`src/rtl/alt_pkg.sv`:
```
// Package for the address learning table.
// Holds the field widths, the result status codes and the stored entry type.
// No dependencies.
package alt_pkg;

  localparam int unsigned KEY_W = 16;
  localparam int unsigned MAC_W = 48;

  typedef enum logic {
    FUNC_LEARN   = 1'b0,
    FUNC_RESOLVE = 1'b1
  } func_e;

  typedef enum logic [1:0] {
    ST_PRESENT  = 2'd0,
    ST_INSERTED = 2'd1,
    ST_FULL     = 2'd2,
    ST_MISS     = 2'd3
  } status_e;

  typedef struct packed {
    logic [KEY_W-1:0] key;
    logic [MAC_W-1:0] mac;
  } entry_t;

  localparam logic [MAC_W-1:0] MAC_BCAST = {MAC_W{1'b1}};

endpackage

```
`src/rtl/address_learning_table.sv`:
```
// Address learning table: maps node addresses to MAC addresses.
// Entries live in one synchronous entry memory scanned one entry per cycle.
// Depends on alt_pkg.
//
//  channel   signals                                   direction  handshake
//  request   start_i, func_i, node_addr_i, mac_in_i    in         start_i && !busy_o
//  result    done_o, mac_out_o, status_o               out        done_o, one cycle
//
// An item compares the valid entries in turn, stopping at the first match
// or after the last filled entry; with an empty table the result is decided
// as the item is accepted. The scan is paced by the single read port of the
// entry memory. Reset empties the table by clearing the fill count; the
// memory is not cleared. The result is shown for one cycle with done_o and
// cannot be held off; a new item may start in that same cycle.
module address_learning_table #(
  parameter int unsigned TABLE_ENTRIES = 16
) (
  input  logic                      clk_i,
  input  logic                      rst_ni,
  input  logic                      start_i,
  output logic                      busy_o,
  input  logic                      func_i,
  input  logic [alt_pkg::KEY_W-1:0] node_addr_i,
  input  logic [alt_pkg::MAC_W-1:0] mac_in_i,
  output logic                      done_o,
  output logic [alt_pkg::MAC_W-1:0] mac_out_o,
  output logic [1:0]                status_o
);
  import alt_pkg::*;

  localparam int unsigned IdxW  = (TABLE_ENTRIES > 1) ? $clog2(TABLE_ENTRIES) : 1;
  localparam int unsigned FillW = $clog2(TABLE_ENTRIES + 1);

  localparam logic [0:0] S_IDLE = 1'b0;
  localparam logic [0:0] S_SCAN = 1'b1;

  entry_t entry_mem [TABLE_ENTRIES];

  logic [0:0]       state_q, state_d;
  logic [FillW-1:0] fill_q, fill_d;
  logic [IdxW-1:0]  cmp_idx_q, cmp_idx_d;
  logic             func_q;
  logic [KEY_W-1:0] key_q;
  logic [MAC_W-1:0] mac_q;
  entry_t           rd_q;
  logic [IdxW-1:0]  raddr;
  logic             accept;
  logic             fin;
  logic             fin_func;
  logic             fin_found;
  logic [MAC_W-1:0] fin_hit_mac;
  logic [KEY_W-1:0] fin_key;
  logic [MAC_W-1:0] fin_mac;
  logic             full;
  logic             match;
  logic             last;
  logic             wr_en;
  logic             done_q, done_d;
  logic [MAC_W-1:0] mac_out_q, mac_out_d;
  status_e          status_q, status_d;

  assign accept = start_i && (state_q == S_IDLE);
  assign full   = (fill_q == FillW'(TABLE_ENTRIES));
  assign match  = (rd_q.key == key_q);
  assign last   = ((FillW'(cmp_idx_q) + FillW'(1)) == fill_q);

  always_comb begin
    state_d     = state_q;
    cmp_idx_d   = cmp_idx_q;
    raddr       = '0;
    fin         = 1'b0;
    fin_func    = func_q;
    fin_found   = 1'b0;
    fin_hit_mac = rd_q.mac;
    fin_key     = key_q;
    fin_mac     = mac_q;
    case (state_q)
      S_IDLE: begin
        cmp_idx_d = '0;
        if (accept) begin
          if (fill_q == '0) begin
            fin      = 1'b1;
            fin_func = func_i;
            fin_key  = node_addr_i;
            fin_mac  = mac_in_i;
          end else begin
            state_d = S_SCAN;
          end
        end
      end
      S_SCAN: begin
        raddr = cmp_idx_q + IdxW'(1);
        if (match || last) begin
          fin       = 1'b1;
          fin_found = match;
          state_d   = S_IDLE;
        end else begin
          cmp_idx_d = cmp_idx_q + IdxW'(1);
        end
      end
      default: begin
        state_d = S_IDLE;
      end
    endcase
  end

  always_comb begin
    done_d    = fin;
    mac_out_d = '0;
    status_d  = ST_PRESENT;
    wr_en     = 1'b0;
    fill_d    = fill_q;
    if (fin) begin
      if (fin_func == FUNC_RESOLVE) begin
        if (fin_found) begin
          mac_out_d = fin_hit_mac;
          status_d  = ST_PRESENT;
        end else begin
          mac_out_d = MAC_BCAST;
          status_d  = ST_MISS;
        end
      end else if (fin_found) begin
        status_d = ST_PRESENT;
      end else if (full) begin
        status_d = ST_FULL;
      end else begin
        status_d = ST_INSERTED;
        wr_en    = 1'b1;
        fill_d   = fill_q + FillW'(1);
      end
    end
  end

  always_ff @(posedge clk_i) begin
    if (wr_en) begin
      entry_mem[fill_q[IdxW-1:0]] <= '{key: fin_key, mac: fin_mac};
    end
    rd_q <= entry_mem[raddr];
  end

  always_ff @(posedge clk_i or negedge rst_ni) begin
    if (!rst_ni) begin
      state_q   <= S_IDLE;
      fill_q    <= '0;
      cmp_idx_q <= '0;
      done_q    <= 1'b0;
    end else begin
      state_q   <= state_d;
      fill_q    <= fill_d;
      cmp_idx_q <= cmp_idx_d;
      done_q    <= done_d;
    end
  end

  always_ff @(posedge clk_i) begin
    if (accept) begin
      func_q <= func_i;
      key_q  <= node_addr_i;
      mac_q  <= mac_in_i;
    end
    mac_out_q <= mac_out_d;
    status_q  <= status_d;
  end

  assign busy_o    = (state_q != S_IDLE);
  assign done_o    = done_q;
  assign mac_out_o = mac_out_q;
  assign status_o  = status_q;

endmodule

```
`config.mk`:
```
export PLATFORM = sky130hd
export DESIGN_NAME = address_learning_table
export DESIGN_NICKNAME = d
export VERILOG_FILES = /design/src/rtl/alt_pkg.sv /design/src/rtl/address_learning_table.sv
export SDC_FILE = /design/constraint.sdc
export NUM_CORES = 2
export LEC_CHECK = 0
export BUFFER_PORTS_ARGS = -buffer_cell sky130_fd_sc_hd__buf_2
export CAP_MARGIN = 20
export CORE_UTILIZATION = 50
export DETAILED_ROUTE_END_ITERATION = 16
export MAX_ROUTING_LAYER = met4
export PLACE_DENSITY_LB_ADDON = 0.12
export SYNTH_ARGS = -nofsm -noshare
export SYNTH_HDL_FRONTEND = slang
export SYNTH_SLANG_ARGS = --single-unit
```
`constraint.sdc`:
```
create_clock -name clk_i -period 8.7 [get_ports clk_i]
set_input_delay 0 -clock clk_i [delete_from_list [all_inputs] [get_ports clk_i]]
set_output_delay 0 -clock clk_i [all_outputs]
set_load 0.1 [all_outputs]
```
### Word level (Yosys, flattened, before mapping)

Memories as Yosys holds them, arrays and structs flattened. A register that Yosys moved wholly into a read port is not among the register bits.
Index checks and enable logic that the tools add are counted.

| word-level totals | value |
|---|---|
| register bits after elaboration | 126 |
| bits in writable memories | 1024 |
| input bits | 68 |
| output and inout bits | 52 |
| word-level logic and storage cells | 59 |
| memories | 1 |

Memories:

| memory | words | width | read ports | clocked after memory_dff | wr ports | line | source |
|---|---|---|---|---|---|---|---|
| entry_mem | 16 | 64 | 1 | 1 | 1 | address_learning_table.sv:37 | `entry_t entry_mem [TABLE_ENTRIES];` |

| cells by class | value |
|---|---|
| $add $sub $neg | 3 |
| equality and inequality tests | 4 |
| mux-type cells | 33 |
| bitwise logic cells | 4 |
| reduce and logical (&&, ||, !) cells | 5 |

Operator list:

| cell | number |
|---|---|
| two-way mux 48 bit | 4 |
| two-way mux 16 bit | 3 |
| two-way mux 1 bit | 17 |
| == test 16 bit | 1 |
| two-way mux 2 bit | 4 |
| two-way mux 4 bit | 2 |
| case mux 4 bit (2 select lines) | 1 |
| adder 4 x 1 -> 5 bit (second input constant) | 1 |
| adder 5 x 1 -> 5 bit (second input constant) | 1 |
| == test 5 bit | 1 |
| == test 5 bit (second input constant) | 1 |
| logical NOT 5 bit | 1 |
| adder 4 x 1 -> 4 bit (second input constant) | 1 |
| NOT 1 bit | 4 |
| case mux 1 bit (2 select lines) | 2 |
| AND reduction 4 bit | 1 |
| inequality test 2 bit (second input constant) | 1 |
| AND reduction 2 bit | 1 |
| logical AND 1 bit | 1 |
| logical OR 1 bit | 1 |

### Depth between registers and ports, before layout

| logic depth | value |
|---|---|
| depth in word-level cells | 10 |
| depth in mapped cells | 10 |
| depth with buffers taken out | 7 |

### Least setup slack after synthesis

Ideal clock, no wire load.

| timing path | value |
|---|---|
| path kind | reg2reg |
| start point | register state_q, in the netlist busy_o |
| end point | memory entry_mem[3][0] (netlist bit) (enable) |
| setup time | 0.564 ns |
| arrival time | 6.415 ns |
| required time | 8.136 ns |
| path slack | 1.721 ns |
| stages on the path, launching flop included | 8 |
| path buffers | 2 |
| clock period less this slack | 6.979 ns |
| cells stage by stage | dfrtp_1 -> buf_2 -> nand2b_4 -> or3_1 -> clkbuf_1 -> o31ai_4 -> nand4_1 -> nor3_1 |

| between the ends | value |
|---|---|
| cells in the longest elaborated chain, start to end | 8 |
| elaborated cells between the ends (all ways) | 12 |
| those cells by class | 10 x mux; 1 x bitwise; 1 x reduce/logical |

RTL lines:

| element | line | source |
|---|---|---|
| start, declared | address_learning_table.sv:39 | `logic [0:0] state_q, state_d;` |
| start signal, assigned | address_learning_table.sv:148 | `state_q <= state_d;` |
| NOT 1 bit | -- |  |
| logical AND 1 bit | address_learning_table.sv:62 | `assign accept = start_i && (state_q == S_IDLE);` |
| two-way mux 1 bit | address_learning_table.sv:80 | `if (accept) begin` |
| two-way mux 1 bit | address_learning_table.sv:77 | `case (state_q)` |
| two-way mux 1 bit | address_learning_table.sv:114 | `if (fin_func == FUNC_RESOLVE) begin` |
| two-way mux 1 bit (*) | address_learning_table.sv:113 | `if (fin) begin` |
| two-way mux 1 bit (*) | address_learning_table.sv:135 | `if (wr_en) begin` |
| two-way mux 1 bit (implied by the code) (*) | address_learning_table.sv:136 | `entry_mem[fill_q[IdxW-1:0]] <= '{key: fin_key, mac: fin_mac};` |
| end, declared | address_learning_table.sv:37 |  |

Mark *: on every way between the ends. The rest lies on a longest branch, timed or not.

### Worst setup path in the final report

| timing path | value |
|---|---|
| start point | register cmp_idx_q[0] |
| end point | memory entry_mem[13][41] (netlist bit) (enable) |

| between the ends | value |
|---|---|
| cells in the longest elaborated chain, start to end | 10 |
| elaborated cells between the ends (all ways) | 12 |
| those cells by class | 1 x add/sub; 1 x eq/ne; 9 x mux; 1 x reduce/logical |

RTL lines:

| element | line | source |
|---|---|---|
| start, declared | address_learning_table.sv:41 | `logic [IdxW-1:0] cmp_idx_q, cmp_idx_d;` |
| start signal, assigned | address_learning_table.sv:150 | `cmp_idx_q <= cmp_idx_d;` |
| adder 4 x 1 -> 5 bit (*) | address_learning_table.sv:65 | `assign last = ((FillW'(cmp_idx_q) + FillW'(1)) == fill_q);` |
| == test 5 bit (*) | address_learning_table.sv:65 |  |
| logical OR 1 bit (*) | address_learning_table.sv:93 | `if (match \|\| last) begin` |
| two-way mux 1 bit | address_learning_table.sv:93 |  |
| two-way mux 1 bit | address_learning_table.sv:77 |  |
| two-way mux 1 bit | address_learning_table.sv:122 | `end else if (fin_found) begin` |
| two-way mux 1 bit | address_learning_table.sv:114 |  |
| two-way mux 1 bit (*) | address_learning_table.sv:113 |  |
| two-way mux 1 bit (*) | address_learning_table.sv:135 |  |
| two-way mux 1 bit (implied by the code) (*) | address_learning_table.sv:136 |  |

Marked as above.

==> impl_metrics.py <==
metrics = {
    "yosys": {
        "netlist_instances": 2705,
        "synth_edf_count": 1089,
        "synth_top_area_frac": 0.704,
        "synth_cell_type_count": 43,
        "syn_nets": 2778,
        "yosysTopAreaCell": "edfxtp_1",
        "post_synth_most_frequent_cells": "edfxtp_1 (1089), nand2_1 (264), mux2i_1 (257)",
        "synth_area_leaders": "edfxtp_1 (70%), mux2i_1 (5.5%), dfxtp_1 (4.9%)",
        "async_flop_share": 0.00906,
        "synth.most_common_cell": "edfxtp_1",
        "yosysSeqAreaShare": 0.759,
        "synth_top_flop_cell": "edfxtp_1",
        "synth-seq-cells": 1214,
        "post_synth.cell_area_avg_um2": 17.2,
        "syn-cell-area_um2": 46400,
        "yosysWarnings": 0,
    },
    "hold_path": {
        "hp-class": "input pin to flip-flop",
        "min-delay-start": "node_addr_i[2]",
        "hold_depth": 2,
        "whs_endpoint": "key_q[2]$_DFFE_PP_",
    },
    "route": {
        "first_pass_iters": 6,
        "drc_errors": 0,
        "viasPerCell": 5.76,
        "antenna_left": 0,
        "wire_per_inst_um": 25.3,
        "drtIter0Drc": 1993,
        "num_vias": 24900,
        "routed_wl_mm": 109,
    },
    "clock_network": {
        "cts_buffers": 133,
        "clock-sinks": 1214,
        "cts_root_buffer": "clkbuf_16",
        "cts_tree": "built",
        "insertion_delay_ns": 0.75,
        "htreeDepth": 4,
        "clockBufferDepth": 3,
        "clkTransAtPathRegs_ns": 0.06,
    },
    "sta": {
        "rsz0062_at_grt": "no",
        "period_share": 0.640,
        "hold_viol": 0,
        "slew_viol_final": 0,
        "setup_violations": 0,
        "slew_headroom": 0.258,
        "skew_ns": 0.0324,
        "fin_setup_tns_ns": 0,
        "fin_crit_ns": 5.57,
        "clock.fmax_ghz": 0.180,
        "worst_pin_slew_ns": 1.11,
    },
    "placed_design": {
        "dp_hpwl_mm": 57.8,
        "place_inst": 3932,
        "gp_congestion": 0.816,
        "portBuffers": 119,
    },
    "worst_setup_path": {
        "rrSetupSlack_ns": 3.13,
        "crit_fanout": 68,
        "start_kind": "flip-flop",
        "critPathRequiredTime_ns": 9.06,
        "worstSetupEndpointType": "flip-flop",
        "reg2reg_from": "cmp_idx_q[0]$_DFFE_PN0P_",
        "worstSetupPathType": "flip-flop to flip-flop",
        "critPathArrivalTime_ns": 5.92,
        "ff2ff_path_depth": 9,
        "reg2reg_to": "entry_mem[13][41]$_DFFE_PP_",
    },
    "floorplan": {
        "num_rows": 111,
        "dieHeight_um": 307,
        "io_pins": 120,
        "core-area_um2": 91800,
        "die_area_um2": 94100,
        "start_util": 0.506,
        "die_w_um": 307,
    },
    "global_routing": {
        "grt_pass1_wl_mm": 163,
        "grt_pass1_vias": 25200,
        "overflow": 0,
        "antenna_found_initial": 3,
        "grt_usage": 0.243,
        "grt_max_degree": 157,
    },
    "power_and_ir_drop": {
        "pwr_density_cell_nw_per_um2": 342,
        "irDropWorstVdd_v": 0.000352,
        "power_leakage_nw": 18.3,
    },
    "cells_and_area": {
        "fin_cells": 4311,
        "drive_gt1_frac": 0.166,
        "final_nets": 3029,
        "area_growth_pct": 16.4,
    },
    "flow_run": {
        "drv_cap": 0,
    },
    "run_status": {
        "status": "finished, final reports clean",
    },
}
[worst max-delay path, cell delays in order, from the launching register on]
cell and delay, ns:
dfrtp_4 0.84, buf_4 0.81, ha_1 0.36, nand2_1 0.11, nor3_1 0.28, a21oi_2 0.12
o31ai_4 0.38, nand4_1 0.39, nor2_4 0.95, buf_4 0.73
[how the worst max path moves through the flow]
stage                                         from                          end  slack [ns]
after global placement    cmp_idx_q[0]$_DFFE_PN0P_   entry_mem[9][32]$_DFFE_PP_        3.04
after CTS                 cmp_idx_q[0]$_DFFE_PN0P_  entry_mem[12][48]$_DFFE_PP_        3.06
after floorplan                   busy_o$_DFF_PN0_    entry_mem[3][0]$_DFFE_PP_        1.72
final                     cmp_idx_q[0]$_DFFE_PN0P_  entry_mem[13][41]$_DFFE_PP_        3.13
after global routing      cmp_idx_q[0]$_DFFE_PN0P_  entry_mem[13][41]$_DFFE_PP_        2.85
after detailed placement  cmp_idx_q[0]$_DFFE_PN0P_  entry_mem[12][38]$_DFFE_PP_        3.11
[cell type report]
| cell class | count | area (µm²) |
|---|---|---|
| fill | 6872 | 37700 |
| sequential | 1214 | 35300 |
| multi-input combinational | 1308 | 10500 |
| clock buffer | 204 | 3760 |
| timing repair buffer | 294 | 2480 |
| tap | 1243 | 1560 |
| clock inverter | 42 | 490 |
| inverter | 5 | 20.0 |
| antenna | 1 | 2.50 |
[power by group]
part           internal, W  total (W)  switching [W]
clock network      0.00319    0.00543        0.00224
registers          0.00721    0.00747       0.000267
logic              0.00180    0.00560        0.00380
[flip-flops by register name, indices dropped and copies added, names as in the netlist]
signal / count
func_q: 1
entry_mem: 1024
fill_q: 5
status_o: 2
fin_hit_mac: 48
cmp_idx_q: 4
done_o: 1
key_q: 16
mac_out_o: 48
mac_q: 48
busy_o: 1
rd_q: 16
[through the flow]
stage	util	hold slack, ns	setup slack, ns	instance area, µm²	total power [W]
final	0.589	0.0417	3.13	54100	0.0185
after global routing	0.589	0.0231	2.85	54100	0.0193
after CTS	0.587	0.0103	3.06	53900	0.0186
after detailed placement	0.527	-0.0347	3.11	48400	0.0132
after global placement	0.525	-0.0440	3.04	48200	0.0131
after floorplan	-	-0.296	1.72	46400	0.0116
[timing repair]
item,in CTS,in global routing
hold buffers,127,0
setup endpoints to repair,0,0
buffers inserted,0,0
resized for setup,0,0
endpoints found under the hold margin,1114,0
[placed cells by master (no fill, tap or decap), types with 3 or more instances in the layout]
cell / synthesis / final
a21oi_1: 66 / 66
nand2b_4: 1 / 3
clkinv_2: 0 / 9
a311oi_1: 64 / 64
xnor2_1: 23 / 23
a31oi_1: 65 / 65
o21ai_0: 5 / 5
ha_1: 5 / 5
nor2_1: 20 / 5
mux2_2: 65 / 65
nor3_2: 0 / 3
buf_12: 0 / 6
clkbuf_16: 0 / 133
o21a_1: 48 / 48
dfxtp_1: 114 / 114
nand3_1: 4 / 4
clkbuf_1: 93 / 54
clkinv_1: 0 / 12
dfrtp_1: 11 / 10
buf_2: 56 / 119
nor2_4: 0 / 15
clkbuf_8: 0 / 17
inv_1: 5 / 4
xor2_1: 3 / 3
inv_16: 0 / 5
a211oi_1: 192 / 192
edfxtp_1: 1089 / 1089
mux4_2: 64 / 64
clkinv_8: 0 / 4
nand2_1: 264 / 262
dlygate4sd3_1: 0 / 127
nand4_1: 9 / 9
buf_4: 10 / 33
nor2b_1: 128 / 128
inv_6: 0 / 6
mux2i_1: 257 / 257
buf_16: 0 / 9
bufinv_16: 0 / 6
[metal layers]
layer,global-route usage,share of wire,wire length (µm),vias to the layer above
met2,0.377,0.48,52300,676
met1,0.336,0.44,48300,12900
met4,0.0593,0.016,1770,0
met5,-,0,0,-
li1,-,-,-,11200
met3,0.0429,0.060,6580,128
[cell families after synthesis]
| kind of cell | after synthesis | synth area share |
|---|---|---|
| AOI/OAI and AO/OA | 451 | 0.0695 |
| DFF | 1214 | 0.759 |
| xor gates and xnor gates | 26 | 0.00491 |
| muxes | 386 | 0.102 |
| adders and majority gates | 5 | 0.00135 |
| buffers and inverters | 183 | 0.0184 |
| and+or+nand+nor | 440 | 0.0441 |
(Power assumes the default switching activity.)
